[config.mk]
export PLATFORM = sky130hd
export DESIGN_NAME = dct_front
export DESIGN_NICKNAME = d
export VERILOG_FILES = /design/src/rtl/dct_pkg.sv /design/src/rtl/dct_front.sv
export SDC_FILE = /design/constraint.sdc
export NUM_CORES = 2
export LEC_CHECK = 0
export ABC_AREA = 1
export CAP_MARGIN = 10
export CORE_MARGIN = 3
export CORE_UTILIZATION = 68
export DETAILED_ROUTE_END_ITERATION = 12
export DONT_BUFFER_PORTS = 1
export PLACE_DENSITY = 0.95
export SETUP_SLACK_MARGIN = 0.05
export SLEW_MARGIN = 0
export SYNTH_ARGS = -nofsm -noshare
export SYNTH_HDL_FRONTEND = slang
export SYNTH_SLANG_ARGS = --single-unit
export TNS_END_PERCENT = 100
[constraint.sdc]
create_clock -name clk -period 12.29 [get_ports clk]
set_input_delay 1.229 -clock clk [delete_from_list [all_inputs] [get_ports clk]]
set_output_delay 1.229 -clock clk [all_outputs]
set_load 0.005 [all_outputs]
[src/rtl/dct_pkg.sv]
package dct_pkg;

	localparam int COL_W = 12;
	localparam int ROW_W = 16;
	localparam int CNT_W = 4;
	localparam int QUEUE_DEPTH = 4;
	localparam int QPTR_W = $clog2(QUEUE_DEPTH);

	localparam logic [2:0] CFG_FRAME_WIDTH   = 3'd0;
	localparam logic [2:0] CFG_FRAME_HEIGHT  = 3'd1;
	localparam logic [2:0] CFG_WINDOW_RADIUS = 3'd2;
	localparam logic [2:0] CFG_OMEGA_WEIGHT  = 3'd3;
	localparam logic [2:0] CFG_INV_AIR_BLUE  = 3'd4;
	localparam logic [2:0] CFG_INV_AIR_GREEN = 3'd5;
	localparam logic [2:0] CFG_INV_AIR_RED   = 3'd6;

	localparam logic CMD_PIXEL = 1'b0;
	localparam logic CMD_DRAIN = 1'b1;

	localparam logic [23:0] NORM_CAP  = 24'hFF0000;
	localparam logic [7:0]  DARK_INIT = 8'hFF;
	localparam logic [33:0] ONE_Q14   = 34'd16384;
	localparam logic [33:0] HALF_LSB  = 34'd512;

	typedef struct packed {
		logic [COL_W-1:0] width;
		logic [ROW_W-1:0] height;
		logic [2:0]       radius;
	} geom_t;

	typedef enum logic [2:0] {
		BK_IDLE,
		BK_PREP,
		BK_SCAN,
		BK_FLUSH,
		BK_MUL,
		BK_HOLD
	} back_state_t;

	function automatic logic [7:0] min8(input logic [7:0] a, input logic [7:0] b);
		return (a < b) ? a : b;
	endfunction

	function automatic logic [23:0] min24(input logic [23:0] a, input logic [23:0] b);
		return (a < b) ? a : b;
	endfunction

	function automatic logic [23:0] scale_chan(input logic [7:0] v, input logic [19:0] inv);
		logic [27:0] p;
		p = {20'd0, v} * {8'd0, inv};
		return (p > {4'd0, NORM_CAP}) ? NORM_CAP : p[23:0];
	endfunction

endpackage

[src/rtl/dct_front.sv]
module dct_front
	import dct_pkg::*;
#(
	parameter int DEPTH = 30720,
	parameter int AW = 15,
	parameter int JW = 44
) (
	input  logic          clk,
	input  logic          arst_n,
	input  geom_t         geom,
	input  logic [19:0]   inv_blue,
	input  logic [19:0]   inv_green,
	input  logic [19:0]   inv_red,
	input  logic          in_valid,
	output logic          in_ready,
	input  logic          in_cmd,
	input  logic [7:0]    in_blue,
	input  logic [7:0]    in_green,
	input  logic [7:0]    in_red,
	output logic          st_we,
	output logic [AW-1:0] st_waddr,
	output logic [31:0]   st_wdata,
	output logic          q_push,
	output logic [JW-1:0] q_din,
	input  logic          q_full
);

	logic [AW-1:0]    wr_q, ib_q, ra_q;
	logic [COL_W-1:0] ic_q, oc_q;
	logic [ROW_W-1:0] ir_q, or_q;
	logic             fa_q;

	logic [AW-1:0]    wr_n, ib_n;
	logic [COL_W-1:0] ic_n, nc, w_m1;
	logic [ROW_W-1:0] ir_n, nr, h_m1;
	logic             fa_n, accept, pixel, due, last, oc_wrap, or_wrap;
	logic [ROW_W:0]   orow_r;
	logic [COL_W:0]   ocol_r;
	logic [AW:0]      ra_sum;
	logic [7:0]       dark;
	logic [23:0]      norm;

	assign pixel    = (in_cmd == CMD_PIXEL);
	assign in_ready = !q_full;
	assign accept   = in_valid && !q_full;
	assign h_m1     = geom.height - 16'd1;
	assign w_m1     = geom.width - 12'd1;

	assign dark = min8(in_blue, min8(in_green, in_red));
	assign norm = min24(scale_chan(in_blue, inv_blue),
		min24(scale_chan(in_green, inv_green), scale_chan(in_red, inv_red)));

	assign st_we    = accept && pixel;
	assign st_waddr = wr_q;
	assign st_wdata = {norm, dark};

	always_comb begin
		wr_n = wr_q;
		ic_n = ic_q;
		ir_n = ir_q;
		fa_n = fa_q;
		ib_n = ib_q;
		if (pixel) begin
			wr_n = (wr_q == AW'(DEPTH - 1)) ? '0 : wr_q + 1'b1;
			if ({1'b0, ic_q} + 13'd1 >= {1'b0, geom.width}) begin
				ic_n = '0;
				if ({1'b0, ir_q} + 17'd1 >= {1'b0, geom.height}) begin
					ir_n = '0;
					fa_n = 1'b1;
					ib_n = wr_n;
				end else begin
					ir_n = ir_q + 16'd1;
				end
			end else begin
				ic_n = ic_q + 12'd1;
			end
		end
	end

	assign orow_r  = {1'b0, or_q} + 17'(geom.radius);
	assign ocol_r  = {1'b0, oc_q} + 13'(geom.radius);
	assign nr      = (orow_r > {1'b0, h_m1}) ? h_m1 : orow_r[ROW_W-1:0];
	assign nc      = (ocol_r > {1'b0, w_m1}) ? w_m1 : ocol_r[COL_W-1:0];
	assign due     = fa_n || (ir_n > nr) || ((ir_n == nr) && (ic_n > nc));
	assign last    = (or_q == h_m1) && (oc_q == w_m1);
	assign oc_wrap = ({1'b0, oc_q} + 13'd1 >= {1'b0, geom.width});
	assign or_wrap = ({1'b0, or_q} + 17'd1 >= {1'b0, geom.height});

	assign q_push = accept && due;
	assign q_din  = {or_q, oc_q, ra_q, last};

	always_comb begin
		ra_sum = {1'b0, ra_q} + (AW+1)'(geom.width);
		if (ra_sum >= (AW+1)'(DEPTH)) begin
			ra_sum = ra_sum - (AW+1)'(DEPTH);
		end
	end

	always_ff @(posedge clk or negedge arst_n) begin
		if (!arst_n) begin
			wr_q <= '0;
			ib_q <= '0;
			ra_q <= '0;
			ic_q <= '0;
			ir_q <= '0;
			oc_q <= '0;
			or_q <= '0;
			fa_q <= 1'b0;
		end else if (accept) begin
			wr_q <= wr_n;
			ib_q <= ib_n;
			ic_q <= ic_n;
			ir_q <= ir_n;
			fa_q <= fa_n && !(due && oc_wrap && or_wrap);
			if (due) begin
				if (oc_wrap) begin
					oc_q <= '0;
					if (or_wrap) begin
						or_q <= '0;
						ra_q <= ib_n;
					end else begin
						or_q <= or_q + 16'd1;
						ra_q <= ra_sum[AW-1:0];
					end
				end else begin
					oc_q <= oc_q + 12'd1;
				end
			end
		end
	end

endmodule

**After elaboration in Yosys (flattened, before gate mapping)**

Cells that the tools add are included.

- Add/sub/neg operators: 15
- Mux-type cells: 25
- Reduce and logical (&&, ||, !) cells: 15
- $mul: 3
- Order comparisons: 16
- Bitwise logic cells: 1
- Equality and inequality tests: 4

Operator list:

| operator | number |
|---|---|
| 2-to-1 mux 24 bit | 5 |
| 2-to-1 mux 15 bit | 6 |
| > comparator 28 x 24 -> 1 bit, second input constant | 3 |
| multiplier 8 x 20 -> 28 bit | 3 |
| 2-to-1 mux 16 bit | 5 |
| < comparator 24 bit | 2 |
| 2-to-1 mux 12 bit | 4 |
| adder 16 x 1 -> 17 bit, second input constant | 2 |
| greater-or-equal comparator 17 x 16 -> 1 bit | 2 |
| adder 16 x 1 -> 16 bit, second input constant | 2 |
| equality test 16 bit | 2 |
| adder 12 x 1 -> 13 bit, second input constant | 2 |
| greater-or-equal comparator 13 x 12 -> 1 bit | 2 |
| adder 12 x 1 -> 12 bit, second input constant | 2 |
| adder 16 x 3 -> 17 bit | 1 |
| > comparator 17 x 16 -> 1 bit | 1 |
| adder 15 x 12 -> 16 bit | 1 |
| greater-or-equal comparator 16 x 15 -> 1 bit, second input constant | 1 |
| > comparator 16 bit | 1 |
| < comparator 8 bit | 2 |
| 2-to-1 mux 8 bit | 2 |
| subtractor 16 x 1 -> 16 bit, second input constant | 1 |
| adder 15 x 1 -> 15 bit, second input constant | 1 |
| equality test 15 bit, second input constant | 1 |
| other kinds (13) | 25 |

- Word-level logic and storage cells: 87
- Register bits: 102
- Bits of input ports: 120

**Longest topological paths before layout**

- Word-level depth: 12
- Gate-level depth with buffers: 57
- Gate-level depth less buffers: 52

**Worst setup path after synthesis**

No wires, ideal clock.

- Kind: input to output
- Start point: input port in_green[7]
- End point: output port st_wdata[8]
- Cell stages on the path: 44
- Path buffers: 4
- Slack: 2.146 ns
- Data arrival time: 8.915 ns
- Required time: 11.061 ns
- Cells stage by stage: clkbuf_1 > nand2_1 > fa_1 > fa_1 > inv_1 > fa_1 > inv_1 > fa_1 > inv_1 > ha_1 > nand2_1 > inv_1 > nand2_1 > nand2_1 > o21ai_0 > nand2_1 > nand2_1 > nand3_1 > [8 not listed] > nand2_1 > or3_1 > nor4_1 > nand2_1 > nand2_1 > buf_2 > clkinv_1 > o21ai_0 > inv_1 > ha_1 > nand2_1 > nor2_1 > a211oi_1 > o221ai_1 > a21oi_1 > clkbuf_1 > nand3_1 > nand2_1

- Longest elaborated chain between the ends: 7

Ends and longest elaborated chain:

| what | line | source |
|---|---|---|
| start, declared | dct_front.sv:18 | `input logic [7:0] in_green,` |
| multiplier 8 x 20 -> 28 bit (*) | dct_pkg.sv:50 | `p = {20'd0, v} * {8'd0, inv};` |
| > comparator 28 x 24 -> 1 bit | dct_pkg.sv:51 | `return (p > {4'd0, NORM_CAP}) ? NORM_CAP : p[23:0];` |
| 2-to-1 mux 24 bit (*) | dct_pkg.sv:51 |  |
| < comparator 24 bit | dct_pkg.sv:45 | `return (a < b) ? a : b;` |
| 2-to-1 mux 24 bit (*) | dct_pkg.sv:45 |  |
| < comparator 24 bit | dct_pkg.sv:45 |  |
| 2-to-1 mux 24 bit (*) | dct_pkg.sv:45 |  |
| end, declared | dct_front.sv:22 | `output logic [31:0] st_wdata,` |

Every way passes the cells marked *; elsewhere a longest branch is shown, timed or not.

**Final worst setup path**

- Start point: input port inv_green[0]
- End point: output port st_wdata[19]

- Longest elaborated chain between the ends: 7

Ends and longest elaborated chain:

| what | line | source |
|---|---|---|
| start, declared | dct_front.sv:12 | `input logic [19:0] inv_green,` |
| multiplier 8 x 20 -> 28 bit (*) | dct_pkg.sv:50 |  |
| > comparator 28 x 24 -> 1 bit | dct_pkg.sv:51 |  |
| 2-to-1 mux 24 bit (*) | dct_pkg.sv:51 |  |
| < comparator 24 bit | dct_pkg.sv:45 |  |
| 2-to-1 mux 24 bit (*) | dct_pkg.sv:45 |  |
| < comparator 24 bit | dct_pkg.sv:45 |  |
| 2-to-1 mux 24 bit (*) | dct_pkg.sv:45 |  |

Marks and branches as above.

==> flow_metrics.env <==
export IMPL_rows=75
export IMPL_status="finished clean"
export IMPL_antenna_found_initial=0
export IMPL_grt_overflow_total=0
export IMPL_ys_flop_type="dfrtp_1"
export IMPL_layout_common_cells="nand2_1 (1242), inv_1 (1111), ha_1 (342), fa_1 (327), o21ai_0 (221)"
export IMPL_slew_headroom_pct=19.58
export IMPL_grt_usage_pct=34.81
export IMPL_path_clk_slew_ns=0.07
export IMPL_syn_nets=5279
export IMPL_ys_ff_latch=102
export IMPL_gp_congestion=1.012
export IMPL_syn2layout_area_growth_pct=1.054
export IMPL_ys_types=58
export IMPL_finalNetCount=5135
export IMPL_die_h_um=214.9
export IMPL_cts_tree="yes"
export IMPL_cp_slowest_cell="fa_1"
export IMPL_rsz0062_at_grt="false"
export IMPL_async_flop_share_pct=100.0
export IMPL_cp_max_fo=38
export IMPL_netlist_area_um2=29660
export IMPL_tns_ns=0
export IMPL_vias=28240
export IMPL_worst_hold_path_type="register to register"
export IMPL_worstSetupEndpointType="primary output"
export IMPL_grt_pass1_wl_um=134300
export IMPL_fin_crit_sh_pct=93.64
export IMPL_cts_hold_buf=0
export IMPL_finalCriticalPeriod_ns=11.51
export IMPL_drv_cap=0
export IMPL_ys_warn_count=0
export IMPL_post_drt_wl_per_cell_um=16.31
export IMPL_startpoint_type="primary input"
export IMPL_clkSinkCount=102
export IMPL_worstPathRequired_ns=11.06
export IMPL_slowest_delay_ns=0.55
export IMPL_vias_per_cell=5.732
export IMPL_setup_viol=0
export IMPL_skew_ns=0.01014
export IMPL_cp_common_cell="nand2_1"
export IMPL_start_util_pct=69.77
export IMPL_slew_violations=0
export IMPL_fmax_mhz=86.90
export IMPL_arrival_ns=10.28
export IMPL_ys_seq_area_share_pct=8.605
export IMPL_cts_htree_levels=3
export IMPL_setup_slack_ns=0.7822
export IMPL_grt_max_degree=103
export IMPL_holdWs_ns=0.4966
export IMPL_cts_buffer_depth=2
export IMPL_port_buffers=0
export IMPL_first_pass_iters=9
export IMPL_die_w_um=214.9
export IMPL_drtIter0Drc=2646
export IMPL_cts_buffers=9
export IMPL_netlist_instances=4490
export IMPL_placeableCoreArea_um2=42510
export IMPL_io_pins=214
export IMPL_drcViolationCount=0
export IMPL_grt_pass1_vias=28280
export IMPL_diodes=0
export IMPL_dp_hpwl_um=66980
export IMPL_final_hold_violation_count=0
export IMPL_drive_above_1_share_pct=0.8736
export IMPL_synth_edf_count=0
export IMPL_detail_route_antenna_nets=0
export IMPL_place_ws_ns=0.8807
export IMPL_final_common_cell="nand2_1"
export IMPL_worstSetupPathType="primary input to primary output"
export IMPL_syn_area_per_cell_um2=6.606
export IMPL_cts_root_buffer="clkbuf_16"
export IMPL_wirelength_um=80340
export IMPL_dieArea_um2=46160
export IMPL_postLayoutCoreUtil_pct=70.51
export IMPL_tightest_slew_ns=1.198
export IMPL_clk_latency_ns=0.36
## sequential cells by signal, summed over array words and instances, names as in the netlist
signal and count:
ir_q 16, st_waddr 15, or_q 16, ic_q 12
ra_q 15, ib_q 15, fa_q 1, oc_q 12
## worst paths after layout
| check | start | endpoint | slack (ns) | depth (start not counted) |
|---|---|---|---|---|
| worst min-delay path | ib_q[1] | ib_q[1] | 0.50 | 2 |
| worst min register to register | ib_q[1] | ib_q[1] | 0.50 | 2 |
| max in group asynchronous | arst_n | st_waddr[10] | 11.60 | 0 |
| worst max register to register | or_q[0] | ra_q[1] | 5.39 | 35 |
| worst max-delay path | inv_green[0] | st_wdata[19] | 0.78 | 41 |
| min in group asynchronous | arst_n | ra_q[7] | 0.56 | 0 |
## final cells by class
type,instances,area (um^2)
timing repair buffer,6,45.04
inverter,1117,4193
fill,3359,12540
multi-input combinational,3110,22200
sequential,102,2552
tap,577,721.9
clock buffer,11,232.7
clock inverter,4,33.78
## Yosys cell counts (all sizes together), types with 2 or more instances
library cell	count	area share [%]
a21boi	2	0.051
clkinv	2	0.025
buf	18	0.41
xor2	127	3.8
o311ai	2	0.059
nor4	11	0.23
and2	7	0.15
o21a	5	0.13
o211ai	18	0.46
a211oi	11	0.28
nand4	46	0.97
or2	5	0.11
nand3	185	3.1
nand3b	15	0.38
o31ai	3	0.076
a221oi	2	0.059
a31oi	4	0.084
nor2	216	2.8
a21o	2	0.051
nor3	53	0.91
nand2	1246	16
a21oi	170	2.9
o2111ai	3	0.089
xnor2	20	0.59
o221ai	6	0.18
o22ai	33	0.70
clkbuf	143	2.0
o21bai	10	0.25
fa	327	22
inv	1115	14
dfrtp	102	8.6
o21ai	228	3.8
ha	342	14
## worst max-delay path: cells and delay by family
| family | cells | cell delay (ns) |
|---|---|---|
| AOI/OAI and AO/OA | 2 | 0.68 |
| and+or+nand+nor | 24 | 4.01 |
| adders and majority gates | 7 | 3.12 |
| buffers and inverters | 8 | 1.26 |
## per-stage QoR
stage | std cells | instance area (um^2)
2_1_floorplan | 4490 | 29660
3_3_place_gp | 4912 | 29710
3_5_place_dp | 4912 | 29710
4_1_cts | 4927 | 29970
5_1_grt | 4927 | 29970
6_report | 4927 | 29970
## timing repair
action,4_1_cts,5_1_grt
endpoints found under the hold margin,0,0
setup buffers,0,0
endpoints found under the setup margin,0,15
resized for setup,0,2
## per-layer routing
metal	GRT usage (%)	routed length, um
met3	7.514	8045
met2	59.64	37920
met4	16.77	4416
met5	0	0
met1	41.73	29960
## kinds of logic (layout without fill, tap and decap cells)
family / after synthesis / count (layout) / synth area share [%]
buffers and inverters: 1278 / 1138 / 16.58
AND/OR/NAND/NOR: 1789 / 1789 / 24.61
adder cells (fa/ha/maj): 669 / 669 / 36.50
AO/OA/AOI/OAI: 505 / 505 / 9.373
flip-flops: 102 / 102 / 8.605
XOR/XNOR: 147 / 147 / 4.341
Power is not shown: default switching activity piles up to over one toggle a cycle in this logic, so the estimate is an artifact.
