[config.mk]
export PLATFORM = sky130hd
export DESIGN_NAME = dct_back
export DESIGN_NICKNAME = d
export VERILOG_FILES = /design/src/rtl/dct_pkg.sv /design/src/rtl/dct_back.sv
export SDC_FILE = /design/constraint.sdc
export NUM_CORES = 1
export LEC_CHECK = 0
export ABC_AREA = 1
export BUFFER_PORTS_ARGS = -buffer_cell sky130_fd_sc_hd__clkbuf_2
export CORE_MARGIN = 4
export CORE_UTILIZATION = 55
export DETAILED_ROUTE_END_ITERATION = 8
export PLACE_DENSITY = 0.78
export SKIP_LAST_GASP = 1
export SYNTH_ARGS = -nofsm -noshare
export SYNTH_HDL_FRONTEND = slang
export SYNTH_SLANG_ARGS = --single-unit
[constraint.sdc]
create_clock -name clk -period 4.3 [get_ports clk]
set_input_delay 0 -clock clk [delete_from_list [all_inputs] [get_ports clk]]
set_output_delay 0 -clock clk [all_outputs]
set_load 0.005 [all_outputs]
[src/rtl/dct_pkg.sv]
package dct_pkg;

	localparam int COL_W = 12;
	localparam int ROW_W = 16;
	localparam int CNT_W = 4;
	localparam int QUEUE_DEPTH = 4;
	localparam int QPTR_W = $clog2(QUEUE_DEPTH);

	localparam logic [2:0] CFG_FRAME_WIDTH   = 3'd0;
	localparam logic [2:0] CFG_FRAME_HEIGHT  = 3'd1;
	localparam logic [2:0] CFG_WINDOW_RADIUS = 3'd2;
	localparam logic [2:0] CFG_OMEGA_WEIGHT  = 3'd3;
	localparam logic [2:0] CFG_INV_AIR_BLUE  = 3'd4;
	localparam logic [2:0] CFG_INV_AIR_GREEN = 3'd5;
	localparam logic [2:0] CFG_INV_AIR_RED   = 3'd6;

	localparam logic CMD_PIXEL = 1'b0;
	localparam logic CMD_DRAIN = 1'b1;

	localparam logic [23:0] NORM_CAP  = 24'hFF0000;
	localparam logic [7:0]  DARK_INIT = 8'hFF;
	localparam logic [33:0] ONE_Q14   = 34'd16384;
	localparam logic [33:0] HALF_LSB  = 34'd512;

	typedef struct packed {
		logic [COL_W-1:0] width;
		logic [ROW_W-1:0] height;
		logic [2:0]       radius;
	} geom_t;

	typedef enum logic [2:0] {
		BK_IDLE,
		BK_PREP,
		BK_SCAN,
		BK_FLUSH,
		BK_MUL,
		BK_HOLD
	} back_state_t;

	function automatic logic [7:0] min8(input logic [7:0] a, input logic [7:0] b);
		return (a < b) ? a : b;
	endfunction

	function automatic logic [23:0] min24(input logic [23:0] a, input logic [23:0] b);
		return (a < b) ? a : b;
	endfunction

	function automatic logic [23:0] scale_chan(input logic [7:0] v, input logic [19:0] inv);
		logic [27:0] p;
		p = {20'd0, v} * {8'd0, inv};
		return (p > {4'd0, NORM_CAP}) ? NORM_CAP : p[23:0];
	endfunction

endpackage

[src/rtl/dct_back.sv]
module dct_back
	import dct_pkg::*;
#(
	parameter int DEPTH = 30720,
	parameter int AW = 15,
	parameter int JW = 44
) (
	input  logic             clk,
	input  logic             arst_n,
	input  geom_t            geom,
	input  logic [8:0]       omega,
	input  logic [JW-1:0]    q_dout,
	input  logic             q_empty,
	output logic             q_pop,
	output logic             rd_en,
	output logic [AW-1:0]    rd_addr,
	input  logic [31:0]      rd_data,
	output logic             out_valid,
	input  logic             out_ready,
	output logic [7:0]       out_dark,
	output logic [23:0]      out_trans,
	output logic [ROW_W-1:0] out_row,
	output logic [COL_W-1:0] out_col,
	output logic             out_last
);

	back_state_t st_q, st_n;

	logic [ROW_W-1:0] row_q, jrow, rmin;
	logic [COL_W-1:0] col_q, cmin_q, jcol, cmin, cmax, w_m1;
	logic             last_q, jlast, rdv_s1, scan_end;
	logic [AW-1:0]    addr_q, rowc_q, colad_q, jaddr;
	logic [2:0]       up_q, k;
	logic [CNT_W-1:0] nrows_q, ncols_q, xcnt_q, ycnt_q, nrows, ncols;
	logic [7:0]       dmin_q;
	logic [23:0]      nmin_q;
	logic [32:0]      prod_q;
	logic [ROW_W:0]   rmax_w, rmax;
	logic [COL_W:0]   cmax_w;
	logic [AW:0]      up_addr, start_addr, next_row, next_col;
	logic [33:0]      q_rnd;

	assign {jrow, jcol, jaddr, jlast} = q_dout;
	assign w_m1 = geom.width - 12'd1;

	assign k      = (jrow > 16'(geom.radius)) ? geom.radius : jrow[2:0];
	assign rmin   = jrow - 16'(k);
	assign rmax_w = {1'b0, jrow} + 17'(geom.radius);
	assign rmax   = (rmax_w > {1'b0, geom.height - 16'd1}) ? {1'b0, geom.height - 16'd1}
		: rmax_w;
	assign nrows  = CNT_W'(rmax - {1'b0, rmin});
	assign cmin   = (jcol > 12'(geom.radius)) ? jcol - 12'(geom.radius) : '0;
	assign cmax_w = {1'b0, jcol} + 13'(geom.radius);
	assign cmax   = (cmax_w > {1'b0, w_m1}) ? w_m1 : cmax_w[COL_W-1:0];
	assign ncols  = CNT_W'(cmax - cmin);

	always_comb begin
		up_addr = ({1'b0, addr_q} >= (AW+1)'(geom.width))
			? {1'b0, addr_q} - (AW+1)'(geom.width)
			: {1'b0, addr_q} + (AW+1)'(DEPTH) - (AW+1)'(geom.width);
		start_addr = {1'b0, addr_q} + (AW+1)'(cmin_q);
		if (start_addr >= (AW+1)'(DEPTH)) begin
			start_addr = start_addr - (AW+1)'(DEPTH);
		end
		next_row = {1'b0, rowc_q} + (AW+1)'(geom.width);
		if (next_row >= (AW+1)'(DEPTH)) begin
			next_row = next_row - (AW+1)'(DEPTH);
		end
		next_col = (colad_q == AW'(DEPTH - 1)) ? '0 : {1'b0, colad_q} + 1'b1;
	end

	assign scan_end = (ycnt_q == ncols_q) && (xcnt_q == nrows_q);

	always_comb begin
		st_n = st_q;
		unique case (st_q)
			BK_IDLE:  if (!q_empty) st_n = BK_PREP;
			BK_PREP:  if (up_q == '0) st_n = BK_SCAN;
			BK_SCAN:  if (scan_end) st_n = BK_FLUSH;
			BK_FLUSH: st_n = BK_MUL;
			BK_MUL:   st_n = BK_HOLD;
			BK_HOLD:  if (out_ready) st_n = BK_IDLE;
			default:  st_n = BK_IDLE;
		endcase
	end

	always_comb begin
		q_pop     = 1'b0;
		rd_en     = 1'b0;
		out_valid = 1'b0;
		unique case (st_q)
			BK_IDLE: q_pop     = !q_empty;
			BK_SCAN: rd_en     = 1'b1;
			BK_HOLD: out_valid = 1'b1;
			default: ;
		endcase
	end

	assign rd_addr = colad_q;

	always_ff @(posedge clk or negedge arst_n) begin
		if (!arst_n) begin
			st_q   <= BK_IDLE;
			rdv_s1 <= 1'b0;
		end else begin
			st_q   <= st_n;
			rdv_s1 <= rd_en;
		end
	end

	always_ff @(posedge clk) begin
		if (rdv_s1) begin
			dmin_q <= min8(dmin_q, rd_data[7:0]);
			nmin_q <= min24(nmin_q, rd_data[31:8]);
		end
		unique case (st_q)
			BK_IDLE: begin
				row_q   <= jrow;
				col_q   <= jcol;
				last_q  <= jlast;
				addr_q  <= jaddr;
				up_q    <= k;
				cmin_q  <= cmin;
				nrows_q <= nrows;
				ncols_q <= ncols;
			end
			BK_PREP: begin
				if (up_q != '0) begin
					addr_q <= up_addr[AW-1:0];
					up_q   <= up_q - 3'd1;
				end else begin
					rowc_q  <= start_addr[AW-1:0];
					colad_q <= start_addr[AW-1:0];
					xcnt_q  <= '0;
					ycnt_q  <= '0;
					dmin_q  <= DARK_INIT;
					nmin_q  <= NORM_CAP;
				end
			end
			BK_SCAN: begin
				if (ycnt_q == ncols_q) begin
					ycnt_q  <= '0;
					xcnt_q  <= xcnt_q + 1'b1;
					rowc_q  <= next_row[AW-1:0];
					colad_q <= next_row[AW-1:0];
				end else begin
					ycnt_q  <= ycnt_q + 1'b1;
					colad_q <= next_col[AW-1:0];
				end
			end
			BK_MUL: prod_q <= {24'd0, omega} * {9'd0, nmin_q};
			default: ;
		endcase
	end

	assign q_rnd     = ({1'b0, prod_q} + HALF_LSB) >> 10;
	assign out_trans = 24'(ONE_Q14 - q_rnd);
	assign out_dark  = dmin_q;
	assign out_row   = row_q;
	assign out_col   = col_q;
	assign out_last  = last_q;

endmodule

Yosys cells after proc, flatten, opt, wreduce, memory -nomap -nowiden
Cells that the tools add are included.
- add/subtract/negate cells: 21
- multiply operators: 1
- order comparisons: 9
- eq/ne operators: 15
- mux-type cells: 38
- reductions and logical operators: 11
- operators by type and width (cell ; count):
    2-to-1 mux 15 bit ; 8
    2-to-1 mux 24 bit ; 4
    one-hot mux 15 bit (2 select lines) ; 3
    adder 33 x 10 -> 34 bit (second input constant) ; 1
    multiplier 9 x 24 -> 33 bit ; 1
    adder 15 x 12 -> 16 bit ; 2
    greater-or-equal comparator 16 x 15 -> 1 bit (second input constant) ; 2
    2-to-1 mux 8 bit ; 4
    subtractor 15 x 12 -> 15 bit ; 2
    subtractor 15 bit (second input constant) ; 2
    less-than comparator 24 bit ; 1
    subtractor 15 x 24 -> 24 bit (first input constant) ; 1
    2-to-1 mux 4 bit ; 5
    2-to-1 mux 3 bit ; 6
    one-hot mux 3 bit (6 select lines) ; 1
    adder 16 x 3 -> 17 bit ; 1
    greater-than comparator 17 x 16 -> 1 bit ; 1
    greater-than comparator 16 x 3 -> 1 bit ; 1
    one-hot mux 4 bit (2 select lines) ; 2
    subtractor 16 x 1 -> 16 bit (second input constant) ; 1
    adder 15 x 1 -> 15 bit (second input constant) ; 1
    adder 15 bit (second input constant) ; 1
    equality test 15 bit (second input constant) ; 1
    greater-or-equal comparator 15 x 12 -> 1 bit ; 1
    26 further kinds ; 42
- bits in registers: 174
- bits of input ports: 120
- output and inout port bits: 79

Depth between registers and ports, before layout
Gate-level depths: netlist of run 1.
- depth after elaboration: 5
- mapped depth: 28

Least setup slack after synthesis of run 1
Ideal clock, no wire load.
- kind: reg-to-reg
- start point: register nmin_q[10]
- end point: register prod_q[32] (data pin)
- setup time: 0.252 ns
- arrival time: 4.189 ns
- required time: 4.048 ns
- setup slack: -0.142 ns
- cell stages (with the launch flop): 20
- period minus slack after synthesis: 4.442 ns
- cell sequence: dfxtp_1 > clkbuf_1 > nand2_1 > inv_1 > fa_1 > fa_1 > fa_1 > inv_1 > fa_1 > inv_1 > ha_1 > a21oi_1 > inv_1 > a21oi_1 > o21a_1 > o21ai_0 > nor4_1 > nand2_1 > nand2_1 > nand2_1
- longest elaborated chain between the ends: 1
- ends and longest elaborated chain (element ; line ; text):
    start, declared ; dct_back.sv:36 ; logic [23:0] nmin_q;
    start signal, assigned ; dct_back.sv:114 ; nmin_q <= min24(nmin_q, rd_data[31:8]);
    multiplier 9 x 24 -> 33 bit ; dct_back.sv:151 ; BK_MUL: prod_q <= {24'd0, omega} * {9'd0, nmin_q};
    end signal, assigned ; dct_back.sv:151 ;
    end, declared ; dct_back.sv:37 ; logic [32:0] prod_q;
No other way between the ends.
A chain may end at the register's enable or synchronous reset.

Final worst setup path of run 1
- start point: register nmin_q[23]
- end point: register prod_q[32] (data pin)
The elaborated chain is that of the path after synthesis.

==> impl_metrics.csv, run 1 <==
group,metric,value,unit
run_status,status,"finished with violations",
run_status,violations_in_the_final_reports,"negative setup slack",
floorplanning,die_width,204,um
clocking,cts_buffer_count,17,
floorplanning,placeableCoreArea,37800,um^2
clocking,tritoncts_clock_tree,"yes",
drt,final_antenna_net_count,0,
clocking,clkTransAtPathRegs,0.08,ns
drt,wl_per_cell,16.1,um
run,drv.max_cap_violation_count,0,
timing,setup-violations-final,8,
yosys,sequential_area_share_after_synthesis,0.218,
finish,multi_input_comb_area,14800,um^2
global_route,grt_start_max_net_pins,51,
setup_path,timing.setup.critical_path_class,"flip-flop to flip-flop",
yosys,synth_cell_type_count,52,
yosys,post_synth_edffs,129,
clocking,cell_chosen_for_the_clock_root,"clkbuf_16",
timing,slew-limit-headroom,0.295,
clocking,numClockSinks,165,
global_route,grt_pass1_vias,20500,
drt,route.final.wire_length,61200,um
yosys,synth_async_sr_flop_share,0.0242,
floorplanning,num_io_pins,199,
setup_path,worstPathBufferInverterCount,4,
yosys,yosys_most_used_dff,"edfxtp_1",
finish,finalNetCount,3760,
floorplanning,die-height,204,um
finish,drive_above_1_share,0.198,
drt,routed-via-count,20400,
setup_path,critical_path.max_fanout,5,
timing,hold_ws,0.121,ns
yosys,post_synth_instance_area,21100,um^2
floorplanning,num_rows,71,
clocking,clk_latency,0.45,ns
timing,maxClockFrequency,0.223,GHz
finish,fillCellCount,2925,
placement,place.gp.congestion,0.945,
drt,detail_route.drc_violations,0,
finish,final-seq-area,4680,um^2
setup_path,critical_path.most_common_cell,"nand2_1",
worst_hold_path,timing.hold.worst_path_depth,4,
setup_path,worst-r2r-cell-count,17,
yosys,syn-num-nets,3359,
clocking,cts_max_path_buffers,2,
placement,port_buffers,198,
setup_path,critPathArrivalTime,4.68,ns
timing,timing.final.ws_setup,-0.179,ns
setup_path,critical_path.endpoint_type,"flip-flop",
yosys,ys_ff_latch,165,
worst_hold_path,hp-class,"input port to flip-flop",
setup_path,start_kind,"flip-flop",
yosys,synth.avg_cell_area,7.35,um^2
yosys,synthesized_netlist_cell_count,2878,
timing,rsz0062_at_grt,"yes",
timing,finalCriticalPeriod,4.48,ns
floorplanning,floorplan.die_area,41600,um^2
drt,drtPass1Iterations,6,
timing,finalCritPeriodShare,1.04,
global_route,gr-total-overflow,0,
drt,drt_iter0_drc,1722,
setup_path,critical_path.slowest_cell,"fa_1",
placement,dp_hpwl,46500,um
timing,finalHoldViolations,0,
global_route,wire_length_of_the_first_global_routing_pass,97600,um
floorplanning,initial_cell_density_of_the_core,0.560,
clocking,clock_tree.htree_level_count,4,
setup_path,cp_slowest_stage_delay,0.54,ns
setup_path,critical_path.top_delay_family,"adder cells",
yosys,synthesis_warnings,0,
timing,final_max_slew_viol_count,0,
global_route,grt_use_total,0.284,
timing,final.setup_skew,0.0172,ns
setup_path,timing.critical_path.depth,17,
setup_path,timing.critical_path.cells,"nand2_1 > fa_1 > inv_1 > fa_1 > inv_1 > fa_1 > fa_1 > inv_1 > ha_1 > nand2_1 > nor2_1 > nand2_1 > buf_4 > nor3_1 > nand2_1 > nand3b_1 > nand2_1",
global_route,initial_antenna_violation_count,1,
drt,drt-vias-per-instance,5.36,
timing,worst_slew_pin_slew,1.05,ns
setup_path,worst_ep_required_time,4.50,ns
finish,syn_to_final_growth,24.3,%
## tightest hold or removal path, cell delays in order
cell,delay [ns]
clkbuf_2,0.16
ha_1,0.15
nand2_1,0.08
nand2_1,0.07
## worst paths after layout
path	from	to	slack, ns
worst max-delay path	nmin_q[23]	prod_q[32]	-0.18
worst max register to register	nmin_q[23]	prod_q[32]	-0.18
min in group asynchronous	arst_n	st_q[0]	0.48
worst min-delay path	geom[19]	rowc_q[0]	0.12
worst min register to register	out_dark[0]	out_dark[0]	0.52
max in group asynchronous	arst_n	rdv_s1	3.64
## area by class of cell
| type | count | share of cell area |
|---|---|---|
| flip-flops and latches | 165 | 0.178 |
| inverters | 625 | 0.0894 |
| clock buffers | 17 | 0.0162 |
| diodes | 3 | 0.000286 |
| multi-input cells | 2023 | 0.563 |
| well taps | 511 | 0.0243 |
| clock inverters | 14 | 0.00529 |
| repair buffers | 447 | 0.124 |
## sequential cells by signal, summed over array words and instances, names as in the netlist, 4 cells and up
signal    cells
rowc_q       15
cmin_q       12
prod_q       24
addr_q       15
ycnt_q        4
xcnt_q        4
nmin_q       24
out_row      16
nrows_q       4
out_col      12
rd_addr      15
ncols_q       4
out_dark      8
## stage by stage
stage          cell area, um^2   util  worst slack [ns]  std cells  TNS (ns)
2_1_floorplan            21300      -           -0.0141       2878   -0.0141
3_3_place_gp             23800  0.630            -0.160       3665     -1.51
3_5_place_dp             23800  0.630            -0.258       3665     -3.21
4_1_cts                  25400  0.674           -0.0288       3779   -0.0398
5_1_grt                  26300  0.696            -0.303       3803     -2.85
6_report                 26300  0.696            -0.179       3805    -0.432
## metal layers
layer / up-vias / share of wire / GRT usage
met4: 0 / 0.028 / 0.0897
met3: 156 / 0.065 / 0.0411
li1: 9792 / - / -
met5: - / 0 / 0
met2: 841 / 0.49 / 0.489
met1: 9602 / 0.42 / 0.372
## what timing repair did
action	CTS	global route
pin swaps	35	103
buffers inserted	3	23
endpoints found under the hold margin	86	0
cloned	0	1
gates resized for setup	82	190
setup endpoints to repair	19	28
hold buffers	80	0
## synth_stat cells, types with 11 or more instances
library cell / instances / area, um^2
nand2_2: 11 / 68.8
or2_2: 11 / 68.8
nand3b_1: 16 / 120
edfxtp_1: 129 / 3870
o21a_1: 13 / 97.6
fa_1: 175 / 3500
clkbuf_1: 59 / 221
a21oi_1: 136 / 681
xor2_1: 98 / 858
dfxtp_1: 32 / 641
xnor2_1: 42 / 368
nand2_1: 749 / 2810
o211ai_1: 18 / 135
ha_1: 186 / 2330
nand4_1: 38 / 238
nand3_1: 149 / 746
nor2_1: 181 / 679
nor3_1: 48 / 240
o21ai_0: 76 / 380
inv_1: 615 / 2310
## cell families (layout without fill, tap and decap cells)
family,count (synthesis),in the layout,synth area share
AO/OA/AOI/OAI,289,289,0.0779
XOR/XNOR,142,142,0.0595
adder cells (fa/ha/maj),361,361,0.276
buffers and inverters,690,1103,0.123
flip-flops,165,165,0.218
multiplexers,1,1,0.000473
other,0,3,0
AND/OR/NAND/NOR,1230,1230,0.245
## placed cells by master (no fill, tap or decap), types with 40 or more instances in the layout
cell type	Yosys	final
nor2_1	181	157
inv_1	615	584
a21oi_1	136	105
nand3_1	149	143
inv_2	9	40
nand2_1	749	713
buf_4	1	144
edfxtp_1	129	129
xor2_1	98	97
ha_1	186	164
nand2_2	11	41
clkbuf_2	0	198
xnor2_1	42	42
fa_1	175	171
dlygate4sd3_1	0	80
nor3_1	48	42
o21ai_0	76	59
Power of run 1 is left out: the tool's default activity adds up to more than one toggle a clock period on the data nets, which glitch-free logic cannot reach.
==> run 2: changes to the inputs <==
--- a/config.mk
+++ b/config.mk
@@ -7,10 +7,12 @@
 export LEC_CHECK = 0
 export ABC_AREA = 1
 export BUFFER_PORTS_ARGS = -buffer_cell sky130_fd_sc_hd__clkbuf_2
+export CAP_MARGIN = 40
 export CORE_MARGIN = 4
 export CORE_UTILIZATION = 55
 export DETAILED_ROUTE_END_ITERATION = 8
 export PLACE_DENSITY = 0.78
+export REMOVE_ABC_BUFFERS = 1
 export SKIP_LAST_GASP = 1
 export SYNTH_ARGS = -nofsm -noshare
 export SYNTH_HDL_FRONTEND = slang
==> run 2 against run 1 <==
  * The run still ends with negative setup slack left
  * Critical path depth is 1 lower
  * Register-to-register slack improved by 0.15 ns
  * Die area unchanged
  * Sequential cell count did not move
  * Wire length increased by 0.62%
  * Critical endpoint is now prod_q[18]
==> impl_metrics.csv, run 2 (synthesis results as in run 1) <==
group,metric,value,unit
run_status,status,"finished with violations",
run_status,violations_in_the_final_reports,"negative setup slack",
drt,detail_route.drc_violations,0,
finish,finalNetCount,3772,
setup_path,cp_slowest_stage_delay,0.57,ns
timing,final_max_slew_viol_count,0,
clocking,cts_buffer_count,17,
timing,finalCritPeriodShare,1.01,
clocking,cell_chosen_for_the_clock_root,"clkbuf_16",
drt,wl_per_cell,16.1,um
drt,route.final.wire_length,61600,um
setup_path,timing.setup.critical_path_class,"flip-flop to flip-flop",
finish,commonest_non_fill_non_tap_cells_in_the_layout,"nand2_1 (712), inv_1 (587), clkbuf_2 (198)",
setup_path,worstPathBufferInverterCount,5,
worst_hold_path,hp-class,"input port to flip-flop",
finish,layout.cells.most_common,"nand2_1",
global_route,initial_antenna_violation_count,1,
timing,rsz0062_at_grt,"yes",
setup_path,critPathArrivalTime,4.51,ns
clocking,clock_tree.htree_level_count,4,
global_route,grt_start_max_net_pins,51,
floorplanning,placeableCoreArea,37800,um^2
timing,worst_slew_pin_slew,0.667,ns
drt,final_antenna_net_count,0,
global_route,gr-total-overflow,0,
clocking,clkTransAtPathRegs,0.07,ns
finish,diodes,0,
clocking,tritoncts_clock_tree,"yes",
setup_path,start_kind,"flip-flop",
timing,timing.final.ws_setup,-0.0249,ns
setup_path,critical_path.most_common_cell,"fa_1",
floorplanning,initial_cell_density_of_the_core,0.560,
placement,place.gp.congestion,0.940,
floorplanning,die_width,204,um
timing,maxClockFrequency,0.231,GHz
timing,hold_ws,0.0698,ns
setup_path,worst_ep_required_time,4.49,ns
clocking,cts_max_path_buffers,2,
setup_path,critical_path.top_delay_family,"adder cells",
setup_path,critical_path.slowest_cell,"fa_1",
drt,routed-via-count,20300,
finish,syn_to_final_growth,24.5,%
clocking,clk_latency,0.46,ns
setup_path,critical_path.max_fanout,8,
finish,drive_above_1_share,0.195,
placement,port_buffers,198,
timing,slew-limit-headroom,0.555,
clocking,numClockSinks,165,
floorplanning,floorplan.die_area,41600,um^2
worst_hold_path,timing.hold.worst_path_depth,4,
setup_path,timing.critical_path.depth,16,
timing,finalCriticalPeriod,4.32,ns
global_route,grt_pass1_vias,20500,
floorplanning,die-height,204,um
floorplanning,num_io_pins,199,
setup_path,worst-r2r-cell-count,16,
run,drv.max_cap_violation_count,0,
drt,drtPass1Iterations,5,
drt,drt-vias-per-instance,5.32,
drt,drt_iter0_drc,1507,
placement,dp_hpwl,48000,um
timing,setup-violations-final,8,
setup_path,critical_path.endpoint_type,"flip-flop",
timing,final.setup_skew,0.0151,ns
global_route,wire_length_of_the_first_global_routing_pass,99300,um
setup_path,timing.critical_path.cells,"nand2_4 > fa_1 > inv_2 > fa_1 > fa_1 > inv_1 > fa_1 > inv_2 > ha_4 > buf_6 > nand2_1 > nor2_1 > inv_1 > nor3_1 > a21oi_1 > xnor2_1",
global_route,grt_use_total,0.292,
timing,finalHoldViolations,0,
floorplanning,num_rows,71,
[run 2: what timing repair did]
action	in CTS	in global routing
cloned	0	0
pin swaps	49	90
gates resized for setup	99	153
hold endpoints to repair	83	0
endpoints found under the setup margin	22	27
setup buffers	12	15
hold buffers	80	0
[run 2: stage by stage]
step	area [um^2]	TNS, ns	util	std cells	setup slack (ns)
global route	26300	-2.41	0.697	3815	-0.202
floorplan	20900	-0.0206	-	2813	-0.0206
detailed placement	23900	-3.89	0.632	3676	-0.353
CTS	25800	-0.0143	0.682	3800	-0.0143
finish	26300	-0.124	0.697	3815	-0.0249
global placement	23800	-1.63	0.630	3673	-0.197
[run 2: final cells by class]
type	instances	area [um^2]
Clock inverter	14	194
Inverter	625	2350
Sequential cell	165	4680
Fill cell	3003	11400
Timing Repair Buffer	459	3360
Tap cell	511	639
Clock buffer	18	429
Multi-Input combinational cell	2023	14700
[run 2: final timing paths]
path | slack, ns | from | endpoint
setup reg to reg | -0.02 | nmin_q[17] | prod_q[18]
max in group asynchronous | 3.64 | arst_n | rdv_s1
hold reg to reg | 0.53 | out_dark[2] | out_dark[2]
hold / removal | 0.07 | geom[19] | rowc_q[0]
setup / recovery | -0.02 | nmin_q[17] | prod_q[18]
min in group asynchronous | 0.49 | arst_n | st_q[0]
[run 2: worst register-to-register path, delay by kind of cell, from the launching register on]
| kind | cells | cell delay, ns |
|---|---|---|
| flip-flops | 1 | 0.41 |
| AO/OA/AOI/OAI | 1 | 0.15 |
| XOR/XNOR | 1 | 0.17 |
| AND/OR/NAND/NOR | 4 | 0.54 |
| buffers and inverters | 5 | 0.36 |
| adder cells (fa/ha/maj) | 5 | 2.41 |
[run 2: routing by layer]
metal | global-route usage | up-vias | share of wire | routed length [um]
met5 | 0 | - | 0.00021 | 13
met4 | 0.0952 | 2 | 0.029 | 1800
met3 | 0.0446 | 155 | 0.066 | 4080
met2 | 0.520 | 744 | 0.50 | 30800
met1 | 0.366 | 9585 | 0.40 | 24900
li1 | - | 9815 | - | -
Power of run 2 is left out for the same reason.
